===== src/mtt_pkg.sv =====
// ----------------------------------------------------------------------------
// mtt_pkg
// Shared types and codes for the Markov transition table.
// ----------------------------------------------------------------------------
package mtt_pkg;

  localparam int unsigned POS_W    = 16;
  localparam int unsigned RND_W    = 16;
  localparam int unsigned REQ_W    = 3;
  localparam int unsigned STATUS_W = 2;

  typedef enum logic [REQ_W-1:0] {
    REQ_ADD_BASE    = 3'd0,
    REQ_ADD_TRANS   = 3'd1,
    REQ_DRAW_BASE   = 3'd2,
    REQ_DRAW_PREFIX = 3'd3,
    REQ_DRAW_SUCC   = 3'd4
  } req_e;

  typedef enum logic [STATUS_W-1:0] {
    STATUS_OK        = 2'd0,
    STATUS_NOT_FOUND = 2'd1,
    STATUS_FULL      = 2'd2
  } status_e;

  typedef enum logic [2:0] {
    S_IDLE,
    S_SCAN,
    S_DECIDE,
    S_CNT_CHK,
    S_MOD,
    S_FETCH,
    S_DRAW,
    S_DONE
  } state_e;

  typedef struct packed {
    logic [REQ_W-1:0] req_type;
    logic [POS_W-1:0] position;
    logic [POS_W-1:0] successor;
    logic [RND_W-1:0] random_word;
  } req_item_t;

  typedef struct packed {
    logic [POS_W-1:0]    drawn_position;
    logic [STATUS_W-1:0] status;
    logic                position_is_base;
    logic                position_is_prefix;
  } rsp_item_t;

endpackage


===== src/mtt_mod.sv =====
// ----------------------------------------------------------------------------
// mtt_mod
// Bit-serial restoring modulo unit: one dividend bit per cycle.
// ----------------------------------------------------------------------------
module mtt_mod #(
  parameter int unsigned DW = 16,
  parameter int unsigned NW = 9
) (
  input  logic          clk_i,
  input  logic          rst_ni,
  input  logic          start_i,
  input  logic [DW-1:0] dividend_i,
  input  logic [NW-1:0] divisor_i,
  output logic          busy_o,
  output logic          done_o,
  output logic [NW-1:0] rem_o
);

  localparam int unsigned CW = $clog2(DW + 1);

  logic          busy_q, busy_d;
  logic [CW-1:0] cnt_q, cnt_d;
  logic [DW-1:0] quo_q, quo_d;
  logic [NW-1:0] rem_q, rem_d;
  logic [NW-1:0] div_q, div_d;
  logic [NW:0]   trial;
  logic [NW:0]   diff;

  // remainder stays below the divisor, so the trial is below twice of it
  assign trial = {rem_q, quo_q[DW-1]};
  assign diff  = trial - {1'b0, div_q};

  always_comb begin
    busy_d = busy_q;
    cnt_d  = cnt_q;
    quo_d  = quo_q;
    rem_d  = rem_q;
    div_d  = div_q;
    if (start_i) begin
      busy_d = 1'b1;
      cnt_d  = CW'(DW);
      quo_d  = dividend_i;
      rem_d  = '0;
      div_d  = divisor_i;
    end else if (busy_q) begin
      if (cnt_q == '0) begin
        busy_d = 1'b0;
      end else begin
        cnt_d = cnt_q - 1'b1;
        quo_d = {quo_q[DW-2:0], 1'b0};
        if (trial >= {1'b0, div_q}) begin
          rem_d = diff[NW-1:0];
        end else begin
          rem_d = trial[NW-1:0];
        end
      end
    end
  end

  always_ff @(posedge clk_i or negedge rst_ni) begin
    if (!rst_ni) begin
      busy_q <= 1'b0;
      cnt_q  <= '0;
    end else begin
      busy_q <= busy_d;
      cnt_q  <= cnt_d;
    end
  end

  always_ff @(posedge clk_i) begin
    quo_q <= quo_d;
    rem_q <= rem_d;
    div_q <= div_d;
  end

  assign busy_o = busy_q;
  assign done_o = busy_q && (cnt_q == '0);
  assign rem_o  = rem_q;

  a_rem_below_div: assert property (@(posedge clk_i) disable iff (!rst_ni)
    done_o |-> (rem_q < div_q))
    else $error("modulo result not below divisor");

  a_div_nonzero: assert property (@(posedge clk_i) disable iff (!rst_ni)
    busy_q |-> (div_q != '0))
    else $error("modulo started with zero divisor");

  a_done_clears: assert property (@(posedge clk_i) disable iff (!rst_ni)
    (done_o && !start_i) |=> !busy_o)
    else $error("modulo unit still busy after done");

endmodule


===== src/markov_transition_table.sv =====
// ----------------------------------------------------------------------------
// markov_transition_table
// Base list, prefix list and per-prefix successor lists held in synchronous
// memories; adds entries and draws list entries by random word modulo count.
// ----------------------------------------------------------------------------
// One item is worked at a time. Every item first scans the base and prefix
// lists, one entry of each per cycle, up to the larger of the base and prefix
// counts; a transition that extends a known prefix then reads the prefix's
// successor count. A draw adds the 16-step bit-serial modulo unit and the
// memory fetch; a successor draw first reads the prefix's successor count.
// A new item is taken as soon as the previous result sits in the output
// register. The count memory needs no clearing pass: a new prefix writes
// its count.
module markov_transition_table #(
  parameter int unsigned BASE_SLOTS      = 16,
  parameter int unsigned PREFIX_SLOTS    = 16,
  parameter int unsigned SUCCESSOR_SLOTS = 16,
  parameter int unsigned POSITION_BITS   = 16
) (
  input  logic               clk_i,
  input  logic               rst_ni,
  input  logic               in_valid_i,
  output logic               in_ready_o,
  input  mtt_pkg::req_item_t in_item_i,
  output logic               out_valid_o,
  input  logic               out_ready_i,
  output mtt_pkg::rsp_item_t out_item_o
);

  import mtt_pkg::*;

  localparam int unsigned PW   = (POSITION_BITS < POS_W) ? POSITION_BITS : POS_W;
  localparam int unsigned BIW  = (BASE_SLOTS > 1) ? $clog2(BASE_SLOTS) : 1;
  localparam int unsigned PIW  = (PREFIX_SLOTS > 1) ? $clog2(PREFIX_SLOTS) : 1;
  localparam int unsigned SIW  = (SUCCESSOR_SLOTS > 1) ? $clog2(SUCCESSOR_SLOTS) : 1;
  localparam int unsigned BCW  = $clog2(BASE_SLOTS + 1);
  localparam int unsigned PCW  = $clog2(PREFIX_SLOTS + 1);
  localparam int unsigned SCW  = $clog2(SUCCESSOR_SLOTS + 1);
  localparam int unsigned MAXS = (BASE_SLOTS > PREFIX_SLOTS) ? BASE_SLOTS : PREFIX_SLOTS;
  localparam int unsigned XW   = $clog2(MAXS + 1);
  localparam int unsigned DNW0 = (BCW > PCW) ? BCW : PCW;
  localparam int unsigned DENW = (DNW0 > SCW) ? DNW0 : SCW;
  localparam int unsigned SDEP = 1 << (PIW + SIW);

  // storage
  logic [PW-1:0]  base_mem   [BASE_SLOTS];
  logic [PW-1:0]  prefix_mem [PREFIX_SLOTS];
  logic [SCW-1:0] cnt_mem    [PREFIX_SLOTS];
  logic [PW-1:0]  succ_mem   [SDEP];

  state_e         state_q, state_d;
  logic [BCW-1:0] base_cnt_q;
  logic [PCW-1:0] prefix_cnt_q;

  logic [REQ_W-1:0] req_q;
  logic [PW-1:0]    pos_q;
  logic [PW-1:0]    suc_q;
  logic [RND_W-1:0] rnd_q;

  logic [XW-1:0]  scan_idx_q;
  logic           rd_vld_q, rd_bok_q, rd_pok_q;
  logic [PIW-1:0] rd_idx_q;
  logic           hit_base_q, hit_pfx_q;
  logic [PIW-1:0] slot_q;

  logic [PW-1:0]  base_rdata_q, pfx_rdata_q, succ_rdata_q;
  logic [SCW-1:0] cnt_rdata_q;

  logic [PW-1:0]  res_drawn_q;
  status_e        res_status_q;

  logic           out_valid_q;
  rsp_item_t      out_item_q;

  // control
  logic            accept, issue, scan_done, out_free, out_load;
  logic [XW-1:0]   scan_lim;
  logic            base_room, pfx_room, succ_room;
  logic            base_we, pfx_we, cnt_we, succ_we;
  logic [PIW-1:0]  cnt_waddr;
  logic [SCW-1:0]  cnt_wdata;
  logic [PIW+SIW-1:0] succ_waddr;
  logic [BIW-1:0]  base_raddr;
  logic [PIW-1:0]  pfx_raddr;
  logic            set_full, set_nf;
  logic            mod_start, mod_busy, mod_done;
  logic [DENW-1:0] mod_div, mod_rem;

  assign scan_lim  = (XW'(base_cnt_q) > XW'(prefix_cnt_q)) ? XW'(base_cnt_q)
                                                            : XW'(prefix_cnt_q);
  assign issue     = (state_q == S_SCAN) && (scan_idx_q < scan_lim);
  assign scan_done = !issue && !rd_vld_q;
  assign out_free  = !out_valid_q || out_ready_i;
  assign accept    = (state_q == S_IDLE) && in_valid_i;
  assign base_room = base_cnt_q < BCW'(BASE_SLOTS);
  assign pfx_room  = prefix_cnt_q < PCW'(PREFIX_SLOTS);
  assign succ_room = cnt_rdata_q < SCW'(SUCCESSOR_SLOTS);

  // next state
  always_comb begin
    state_d = state_q;
    unique case (state_q)
      S_IDLE: begin
        if (in_valid_i) state_d = S_SCAN;
      end
      S_SCAN: begin
        if (scan_done) state_d = S_DECIDE;
      end
      S_DECIDE: begin
        unique case (req_q)
          REQ_ADD_TRANS, REQ_DRAW_SUCC: state_d = hit_pfx_q ? S_CNT_CHK : S_DONE;
          REQ_DRAW_BASE:   state_d = (base_cnt_q != '0) ? S_MOD : S_DONE;
          REQ_DRAW_PREFIX: state_d = (prefix_cnt_q != '0) ? S_MOD : S_DONE;
          default:         state_d = S_DONE;
        endcase
      end
      S_CNT_CHK: begin
        state_d = (req_q == REQ_DRAW_SUCC && cnt_rdata_q != '0) ? S_MOD : S_DONE;
      end
      S_MOD: begin
        if (mod_done) state_d = S_FETCH;
      end
      S_FETCH: state_d = S_DRAW;
      S_DRAW:  state_d = S_DONE;
      S_DONE: begin
        if (out_free) state_d = S_IDLE;
      end
      default: state_d = S_IDLE;
    endcase
  end

  // control outputs
  always_comb begin
    base_we    = 1'b0;
    pfx_we     = 1'b0;
    cnt_we     = 1'b0;
    succ_we    = 1'b0;
    cnt_waddr  = slot_q;
    cnt_wdata  = cnt_rdata_q + 1'b1;
    succ_waddr = {slot_q, cnt_rdata_q[SIW-1:0]};
    set_full   = 1'b0;
    set_nf     = 1'b0;
    mod_start  = 1'b0;
    mod_div    = DENW'(base_cnt_q);
    out_load   = 1'b0;
    unique case (state_q)
      S_DECIDE: begin
        unique case (req_q)
          REQ_ADD_BASE: begin
            base_we  = base_room;
            set_full = !base_room;
          end
          REQ_ADD_TRANS: begin
            if (!hit_pfx_q) begin
              // new prefix: its list starts with this successor
              pfx_we     = pfx_room;
              cnt_we     = pfx_room;
              succ_we    = pfx_room;
              set_full   = !pfx_room;
              cnt_waddr  = prefix_cnt_q[PIW-1:0];
              cnt_wdata  = SCW'(1);
              succ_waddr = {prefix_cnt_q[PIW-1:0], SIW'(0)};
            end
          end
          REQ_DRAW_BASE: begin
            mod_start = base_cnt_q != '0;
            set_nf    = base_cnt_q == '0;
          end
          REQ_DRAW_PREFIX: begin
            mod_div   = DENW'(prefix_cnt_q);
            mod_start = prefix_cnt_q != '0;
            set_nf    = prefix_cnt_q == '0;
          end
          REQ_DRAW_SUCC: begin
            set_nf = !hit_pfx_q;
          end
          default: ;
        endcase
      end
      S_CNT_CHK: begin
        if (req_q == REQ_ADD_TRANS) begin
          cnt_we   = succ_room;
          succ_we  = succ_room;
          set_full = !succ_room;
        end else begin
          mod_div   = DENW'(cnt_rdata_q);
          mod_start = cnt_rdata_q != '0;
          set_nf    = cnt_rdata_q == '0;
        end
      end
      S_DONE: out_load = out_free;
      default: ;
    endcase
  end

  assign base_raddr = (state_q == S_FETCH) ? mod_rem[BIW-1:0] : scan_idx_q[BIW-1:0];
  assign pfx_raddr  = (state_q == S_FETCH) ? mod_rem[PIW-1:0] : scan_idx_q[PIW-1:0];

  // memories; items are worked one at a time, so a read never races a write
  always_ff @(posedge clk_i) begin
    if (base_we) base_mem[base_cnt_q[BIW-1:0]] <= pos_q;
    base_rdata_q <= base_mem[base_raddr];
  end

  always_ff @(posedge clk_i) begin
    if (pfx_we) prefix_mem[prefix_cnt_q[PIW-1:0]] <= pos_q;
    pfx_rdata_q <= prefix_mem[pfx_raddr];
  end

  always_ff @(posedge clk_i) begin
    if (cnt_we) cnt_mem[cnt_waddr] <= cnt_wdata;
    cnt_rdata_q <= cnt_mem[slot_q];
  end

  always_ff @(posedge clk_i) begin
    if (succ_we) succ_mem[succ_waddr] <= suc_q;
    succ_rdata_q <= succ_mem[{slot_q, mod_rem[SIW-1:0]}];
  end

  mtt_mod #(
    .DW (RND_W),
    .NW (DENW)
  ) u_mod (
    .clk_i      (clk_i),
    .rst_ni     (rst_ni),
    .start_i    (mod_start),
    .dividend_i (rnd_q),
    .divisor_i  (mod_div),
    .busy_o     (mod_busy),
    .done_o     (mod_done),
    .rem_o      (mod_rem)
  );

  // control state
  always_ff @(posedge clk_i or negedge rst_ni) begin
    if (!rst_ni) begin
      state_q      <= S_IDLE;
      base_cnt_q   <= '0;
      prefix_cnt_q <= '0;
      scan_idx_q   <= '0;
      rd_vld_q     <= 1'b0;
      hit_base_q   <= 1'b0;
      hit_pfx_q    <= 1'b0;
      res_status_q <= STATUS_OK;
      out_valid_q  <= 1'b0;
    end else begin
      state_q  <= state_d;
      rd_vld_q <= issue;
      if (accept) begin
        scan_idx_q   <= '0;
        hit_base_q   <= 1'b0;
        hit_pfx_q    <= 1'b0;
        res_status_q <= STATUS_OK;
      end
      if (issue) scan_idx_q <= scan_idx_q + 1'b1;
      if (rd_vld_q) begin
        if (rd_bok_q && base_rdata_q == pos_q) hit_base_q <= 1'b1;
        if (rd_pok_q && pfx_rdata_q == pos_q)  hit_pfx_q  <= 1'b1;
      end
      if (base_we) begin
        base_cnt_q <= base_cnt_q + 1'b1;
        hit_base_q <= 1'b1;
      end
      if (pfx_we) begin
        prefix_cnt_q <= prefix_cnt_q + 1'b1;
        hit_pfx_q    <= 1'b1;
      end
      if (set_full) res_status_q <= STATUS_FULL;
      if (set_nf)   res_status_q <= STATUS_NOT_FOUND;
      if (out_load) begin
        out_valid_q <= 1'b1;
      end else if (out_ready_i) begin
        out_valid_q <= 1'b0;
      end
    end
  end

  // payload
  always_ff @(posedge clk_i) begin
    if (accept) begin
      req_q       <= in_item_i.req_type;
      pos_q       <= in_item_i.position[PW-1:0];
      suc_q       <= in_item_i.successor[PW-1:0];
      rnd_q       <= in_item_i.random_word;
      res_drawn_q <= '0;
    end
    rd_bok_q <= scan_idx_q < XW'(base_cnt_q);
    rd_pok_q <= scan_idx_q < XW'(prefix_cnt_q);
    rd_idx_q <= scan_idx_q[PIW-1:0];
    // first matching prefix slot wins
    if (rd_vld_q && rd_pok_q && pfx_rdata_q == pos_q && !hit_pfx_q) slot_q <= rd_idx_q;
    if (state_q == S_DRAW) begin
      unique case (req_q)
        REQ_DRAW_BASE:   res_drawn_q <= base_rdata_q;
        REQ_DRAW_PREFIX: res_drawn_q <= pfx_rdata_q;
        default:         res_drawn_q <= succ_rdata_q;
      endcase
    end
    if (out_load) begin
      out_item_q.drawn_position     <= POS_W'(res_drawn_q);
      out_item_q.status             <= res_status_q;
      out_item_q.position_is_base   <= hit_base_q;
      out_item_q.position_is_prefix <= hit_pfx_q;
    end
  end

  assign in_ready_o  = (state_q == S_IDLE);
  assign out_valid_o = out_valid_q;
  assign out_item_o  = out_item_q;

  a_idle_mod_quiet: assert property (@(posedge clk_i) disable iff (!rst_ni)
    (state_q == S_IDLE) |-> !mod_busy)
    else $error("modulo unit busy while idle");

  a_base_we_room: assert property (@(posedge clk_i) disable iff (!rst_ni)
    base_we |-> (base_cnt_q < BCW'(BASE_SLOTS)))
    else $error("base write past the end of the list");

  a_out_load_free: assert property (@(posedge clk_i) disable iff (!rst_ni)
    out_load |-> (!out_valid_q || out_ready_i))
    else $error("result overwrites an item not yet taken");

  a_pfx_cnt_hold: assert property (@(posedge clk_i) disable iff (!rst_ni)
    (state_q != S_DECIDE) |=> $stable(prefix_cnt_q))
    else $error("prefix count changed outside decide");

endmodule

===== config.mk =====
export PLATFORM = sky130hd
export DESIGN_NAME = markov_transition_table
export DESIGN_NICKNAME = d
export VERILOG_FILES = /design/src/mtt_pkg.sv /design/src/mtt_mod.sv /design/src/markov_transition_table.sv
export SDC_FILE = /design/constraint.sdc
export NUM_CORES = 2
export LEC_CHECK = 0
export BUFFER_PORTS_ARGS = -buffer_cell sky130_fd_sc_hd__buf_2
export CORE_ASPECT_RATIO = 1.25
export CORE_MARGIN = 2
export CORE_UTILIZATION = 60
export DETAILED_ROUTE_END_ITERATION = 16
export PLACE_DENSITY = 0.83
export SLEW_MARGIN = 20
export SYNTH_ARGS = -nofsm -noshare
export SYNTH_HDL_FRONTEND = slang
export SYNTH_MEMORY_MAX_BITS = 65536
export SYNTH_SLANG_ARGS = --single-unit

===== constraint.sdc =====
create_clock -name clk_i -period 4.63 [get_ports clk_i]
set_input_delay 0.2315 -clock clk_i [delete_from_list [all_inputs] [get_ports clk_i]]
set_output_delay 0.2315 -clock clk_i [all_outputs]
set_load 0.05 [all_outputs]

# Yosys cells after proc, flatten, opt, wreduce, memory -nomap -nowiden
# Memories as Yosys holds them, arrays and structs flattened. A register that Yosys moved wholly into a read port is not among the register bits.
# Cells that the tools add are included.
# classes
order_cmp	8
bitwise	1
n_addsub	6
n_reduce_logical	36
n_eq_ne	18
n_mux	76
# op_table
op	count
$mux 16	5
$mux 5	12
$eq 16x16->1	2
$pmux 16 s2	1
$mux 1	30
$mux 8	3
$pmux 3 s8	1
$add 5x1->5 const B	4
$logic_not 5->1	4
$mux 4	4
$eq 3x3->1 const B	5
$lt 5x5->1	3
$lt 5x5->1 const B	3
$mux 3	5
$reduce_bool 5->1	3
$eq 3x2->1 const B	4
$mux 2	6
$pmux 1 s2	6
$logic_and 1x1->1	10
$ne 2x2->1 const B	5
$pmux 5 s2	1
$pmux 3 s3	1
$reduce_bool 2->1	4
$logic_not 1->1	7
13 further kinds	16
# word_totals
input_bits	55
n_memories	4
ff_bits	153
ramBits	4688
elab_cells	176
output_inout_bits	22
# mem_list
name	depth	width	rd	rd_ports_with_merged_regs	write_ports	line_no	text
succ_mem	256	16	1	1	1	markov_transition_table.sv:49	logic [PW-1:0] succ_mem [SDEP];
base_mem	16	16	1	1	1	markov_transition_table.sv:46	logic [PW-1:0] base_mem [BASE_SLOTS];
prefix_mem	16	16	1	1	1	markov_transition_table.sv:47	logic [PW-1:0] prefix_mem [PREFIX_SLOTS];
cnt_mem	16	5	1	1	1	markov_transition_table.sv:48	logic [SCW-1:0] cnt_mem [PREFIX_SLOTS];

# Depth between registers and ports, before layout
# depth
word_depth	8
mapped_depth	14
ltp_nobuf	13

# Cells and area by module
# From an unflattened synthesis, not the netlist that was laid out.
# hier_totals
cells_unflattened	8972
area_unflattened_um2	187627.4
# by_module_without_submodules
mod	cells_each	area_per_inst_um2	instances	seq_area_each_um2
markov_transition_table	8846	186038.4	1	145289.3
mtt_mod	126	1589.0	1	880.8

# Worst setup path after synthesis
# No wires, ideal clock.
# synth_path
path_kind	register -> register
startpoint	register suc_q[0]
endpoint	memory succ_mem[0][0] (netlist bit) (data pin)
n_path_buf	0
arrival_time_ps	3228
synth_period_minus_slack_ps	4046
required_ps	3813
path_stages_with_launch	1
setup_time_ps	817
setup_slack_ps	584
cell_sequence	edfxtp_1
# synth_lines
element	line_no	text
from (decl)	markov_transition_table.sv:57	logic [PW-1:0] suc_q;
from (signal assigned)	markov_transition_table.sv:283	suc_q <= in_item_i.successor[PW-1:0];
to (decl)	markov_transition_table.sv:49	
# Straight into the memory's write port.

==> metrics.md <==
| Metric | Value |
|---|---|
| Status | complete, but fails checks |
| Failing checks | setup timing |
| Placer congestion estimate | 0.914 |
| Final Max Tran Viols | 0 |
| Slew HR | 0.0542 |
| Combinational fraction of design power | 0.251 |
| Grt total ovfl | 0 |
| Post-synthesis adder-cell area fraction | 0.00245 |
| DP Worst Slack | 0.402 ns |
| Layout area overhead | 12.6% |
| Flop pwr share | 0.435 |
| Int Pwr | 81.9 mW |
| Top FF cell, synth | edfxtp_1 |
| VDD IR-drop max | 415 µV |
| Top Ports | 77 |
| Worst setup margin | -0.00495 ns |
| Antenna Nets Post-Route | 0 |
| Xor and xnor area share after synthesis | 0.00239 |
| Critical path fanouts, max | 51 |
| Crit end category | register |
| DR vias | 101,446 |
| Setup repair bufs after CTS | 0 |
| Synth async-reset ratio | 0.00613 |
| Final Cell Area | 211,000 µm² |
| HPWL Detailed | 279,000 µm |
| Largest net degree at the start of global routing | 204 |
| Sequential area share after synthesis | 0.782 |
| RSZ-0062 raised after global routing | no |
| WP data required | 5.48 ns |
| Worst slew pin tran | 1.42 ns |
| Vias/cell | 7.22 |
| CTS buffer count | 434 |
| Hold Fails Final Rpt | 0 |
| M3 GR Usage | 0.0762 |
| Met2 Usage GRT | 0.525 |
| Initial Util | 0.602 |
| Post_cts resized | 0 |
| Core area | 311,000 µm² |
| Peak Freq | 0.216 GHz |
| M1 GR Usage | 0.405 |
| Dpl cell area | 195,000 µm² |
| Share of cells above drive strength 1 | 0.233 |
| P_leak | 67.3 nW |
| Min cycle time layout | 4.63 ns |
| Power Dens Cells | 554 nW/µm² |
| Critical path arrival | 5.49 ns |
| Routed len/inst | 37.6 µm |
| Die area | 316,000 µm² |
| H-tree depth | 5 |
| R2R Setup Slk | -0.005 ns |
| Synth Area in Compound Gates | 0.0356 |
| Tot GR Track Use | 0.331 |
| Clock power share | 0.314 |
| CTS Root Cell | clkbuf_16 |
| Final Net Count | 9,584 |
| Nature of the critical path startpoint | register |
| Max Cap Viol | 0 |
| Library cells used by synthesis | 65 |
| Row cnt | 229 |
| Initial antenna violation count | 34 |
| Clock Latency Late Sink | 1.00 ns |
| Tcrit/Tclk final | 1.00 |
| DR DRC count | 0 |
| Vias in the first global route | 100,790 |
| Synth Cell Area | 187,000 µm² |
| Syn Area/Cell | 21.2 µm² |
| Tightest Hold Check Type | primary input to register |
| Final wirelength | 528,000 µm |
| Setup Viol. Count Final | 1 |
| CTS clk-pin slew, worst paths | 0.07 ns |
| Multiplexer area fraction after synthesis | 0.141 |
| Chip Height | 628 µm |
| DRT iter0 DRCs | 18,475 |
| Net switching power | 34.8 mW |
| Ys Warns | 0 |
| Clock Sinks | 4,894 |
| First-pass GRT wire length | 743,000 µm |
| Post-Synth Simple-Gate Area | 0.0213 |
| Drt pass-1 iters | 9 |
| CTS tree | built |
| CTS Buffer Depth | 4 |
| Critical path type | register to register |
| Post-synth EDFFs | 4,800 |
| Clock Skew | 0.101 ns |
| Global route hottest layer | met2 |
| Main combinational cell family by area after synthesis | multiplexers |
| PortBufs | 76 |
| Die width | 503 µm |
| Seq cells post-synth | 4,894 |
| Post-Synthesis Cells | 8,803 |
| Post-Syn Nets | 8,894 |
| Sw Ratio | 0.298 |
per-layer routing:
metal	share of wire	wire [µm]
met5	0.00033	176
met4	0.088	46600
met3	0.12	65500
met2	0.48	254000
met1	0.31	162000
worst max-delay path, cell delays in order, from the launching register on:
cell and delay (ns):
dfxtp_4 1.03, buf_12 0.24, buf_12 0.33, buf_4 0.57, mux2i_1 0.17, o22ai_1 0.22, nor3_1 0.07, a21oi_1 0.73
nand4_1 0.70, nor3_1 0.37
repair_timing:
item | CTS | global route
endpoints found under the setup margin | 0 | 0
hold buffers | 95 | 0
endpoints found under the hold margin | 92 | 0
kinds of logic after synthesis:
| group | Yosys count |
|---|---|
| buffers and inverters | 558 |
| XOR/XNOR | 51 |
| multiplexers | 1474 |
| flip-flops | 4894 |
| AND/OR/NAND/NOR | 860 |
| AO/OA/AOI/OAI | 930 |
| adder cells (fa/ha/maj) | 36 |
power by group through the flow:
stage               registers (mW)  logic, mW  clock network, mW
floorplan                     51.5       19.2                  0
global placement              51.6       26.7                  0
detailed placement            51.6       27.5                  0
CTS                           50.7       28.5               36.5
global route                  50.7       30.0               38.0
finish                        50.8       29.3               36.6
final cells by class:
cell class | instances | area (µm²)
clock buffers | 574 | 11900
fillers | 17276 | 100000
diodes | 24 | 60.1
well taps | 4158 | 5200
multi-input cells | 3351 | 38000
repair buffers | 762 | 6760
clock inverters | 230 | 2190
inverters | 50 | 188
flip-flops and latches | 4894 | 146000
flip-flops by register name, indices dropped and copies added (netlist names), 16 cells and up:
signal	count
prefix_mem	256
rnd_q	16
u_mod.quo_q	16
base_mem	256
pos_q	16
succ_mem	4096
cnt_mem	80
out_item_o	20
succ_rdata_q	16
suc_q	16
pfx_rdata_q	16
base_rdata_q	16
res_drawn_q	16
cells in the mapped netlist (64+ instances only):
library cell | number | share of area
a221oi_1 | 88 | 0.0041
nor3_1 | 124 | 0.0033
buf_2 | 106 | 0.0028
clkbuf_1 | 231 | 0.0046
nor2_1 | 335 | 0.0067
dfxtp_1 | 64 | 0.0069
a21oi_1 | 108 | 0.0029
mux2i_1 | 551 | 0.030
a22o_1 | 162 | 0.0076
buf_4 | 90 | 0.0036
nand2_1 | 178 | 0.0036
a22oi_1 | 113 | 0.0045
mux4_2 | 921 | 0.11
nor4_1 | 72 | 0.0024
edfxtp_1 | 4800 | 0.77
o22ai_1 | 305 | 0.010
path summary, 6_finish.rpt:
| check | start | to | cells past startpoint |
|---|---|---|---|
| worst max-delay path | u_mod.rem_o[0]$_SDFFE_PP0P_ | succ_rdata_q[1]$_DFF_P_ | 9 |
| worst min-delay path | in_item_i[50] | req_q[2]$_DFFE_PP_ | 2 |
| worst max register to register | u_mod.rem_o[0]$_SDFFE_PP0P_ | succ_rdata_q[1]$_DFF_P_ | 9 |
| worst min register to register | rd_idx_q[3]$_DFF_P_ | slot_q[3]$_DFFE_PP_ | 0 |
| max in group asynchronous | rst_ni | u_mod.cnt_q[4]$_DFFE_PN0P_ | 4 |
| min in group asynchronous | rst_ni | state_q[0]$_DFFE_PN0P_ | 4 |
stage by stage:
| step | hold WS, ns | instances | total power, mW | setup TNS [ns] | util |
|---|---|---|---|---|---|
| global route | 0.0443 | 14025 | 119 | 0 | 0.678 |
| finish | 0.00847 | 14043 | 117 | -0.00495 | 0.678 |
| CTS | 0.00134 | 14013 | 116 | 0 | 0.677 |
| detailed placement | 0.355 | 13114 | 79.1 | 0 | 0.629 |
| global placement | 0.345 | 13113 | 78.3 | 0 | 0.629 |
| floorplan | -0.0641 | 8803 | 70.7 | 0 | - |
placed cells by master (no fill, tap or decap), types with 34 or more instances in the layout:
| cell | instances |
|---|---|
| and2_1 | 35 |
| nor2_1 | 331 |
| clkinv_1 | 68 |
| nor3_1 | 117 |
| a22o_1 | 162 |
| mux4_2 | 921 |
| a221oi_1 | 88 |
| a31oi_1 | 34 |
| edfxtp_1 | 4800 |
| mux2i_1 | 548 |
| buf_2 | 76 |
| clkbuf_1 | 101 |
| o22ai_1 | 305 |
| a22oi_1 | 113 |
| clkinv_2 | 81 |
| a21oi_1 | 104 |
| dlygate4sd3_1 | 94 |
| nand2_1 | 175 |
| bufinv_16 | 37 |
| a211oi_1 | 49 |
| buf_12 | 73 |
| nor4_1 | 70 |
| clkbuf_16 | 446 |
| ha_1 | 35 |
| dfxtp_1 | 61 |
| inv_1 | 48 |
| buf_4 | 513 |
Power figures use the tool's default switching activity.
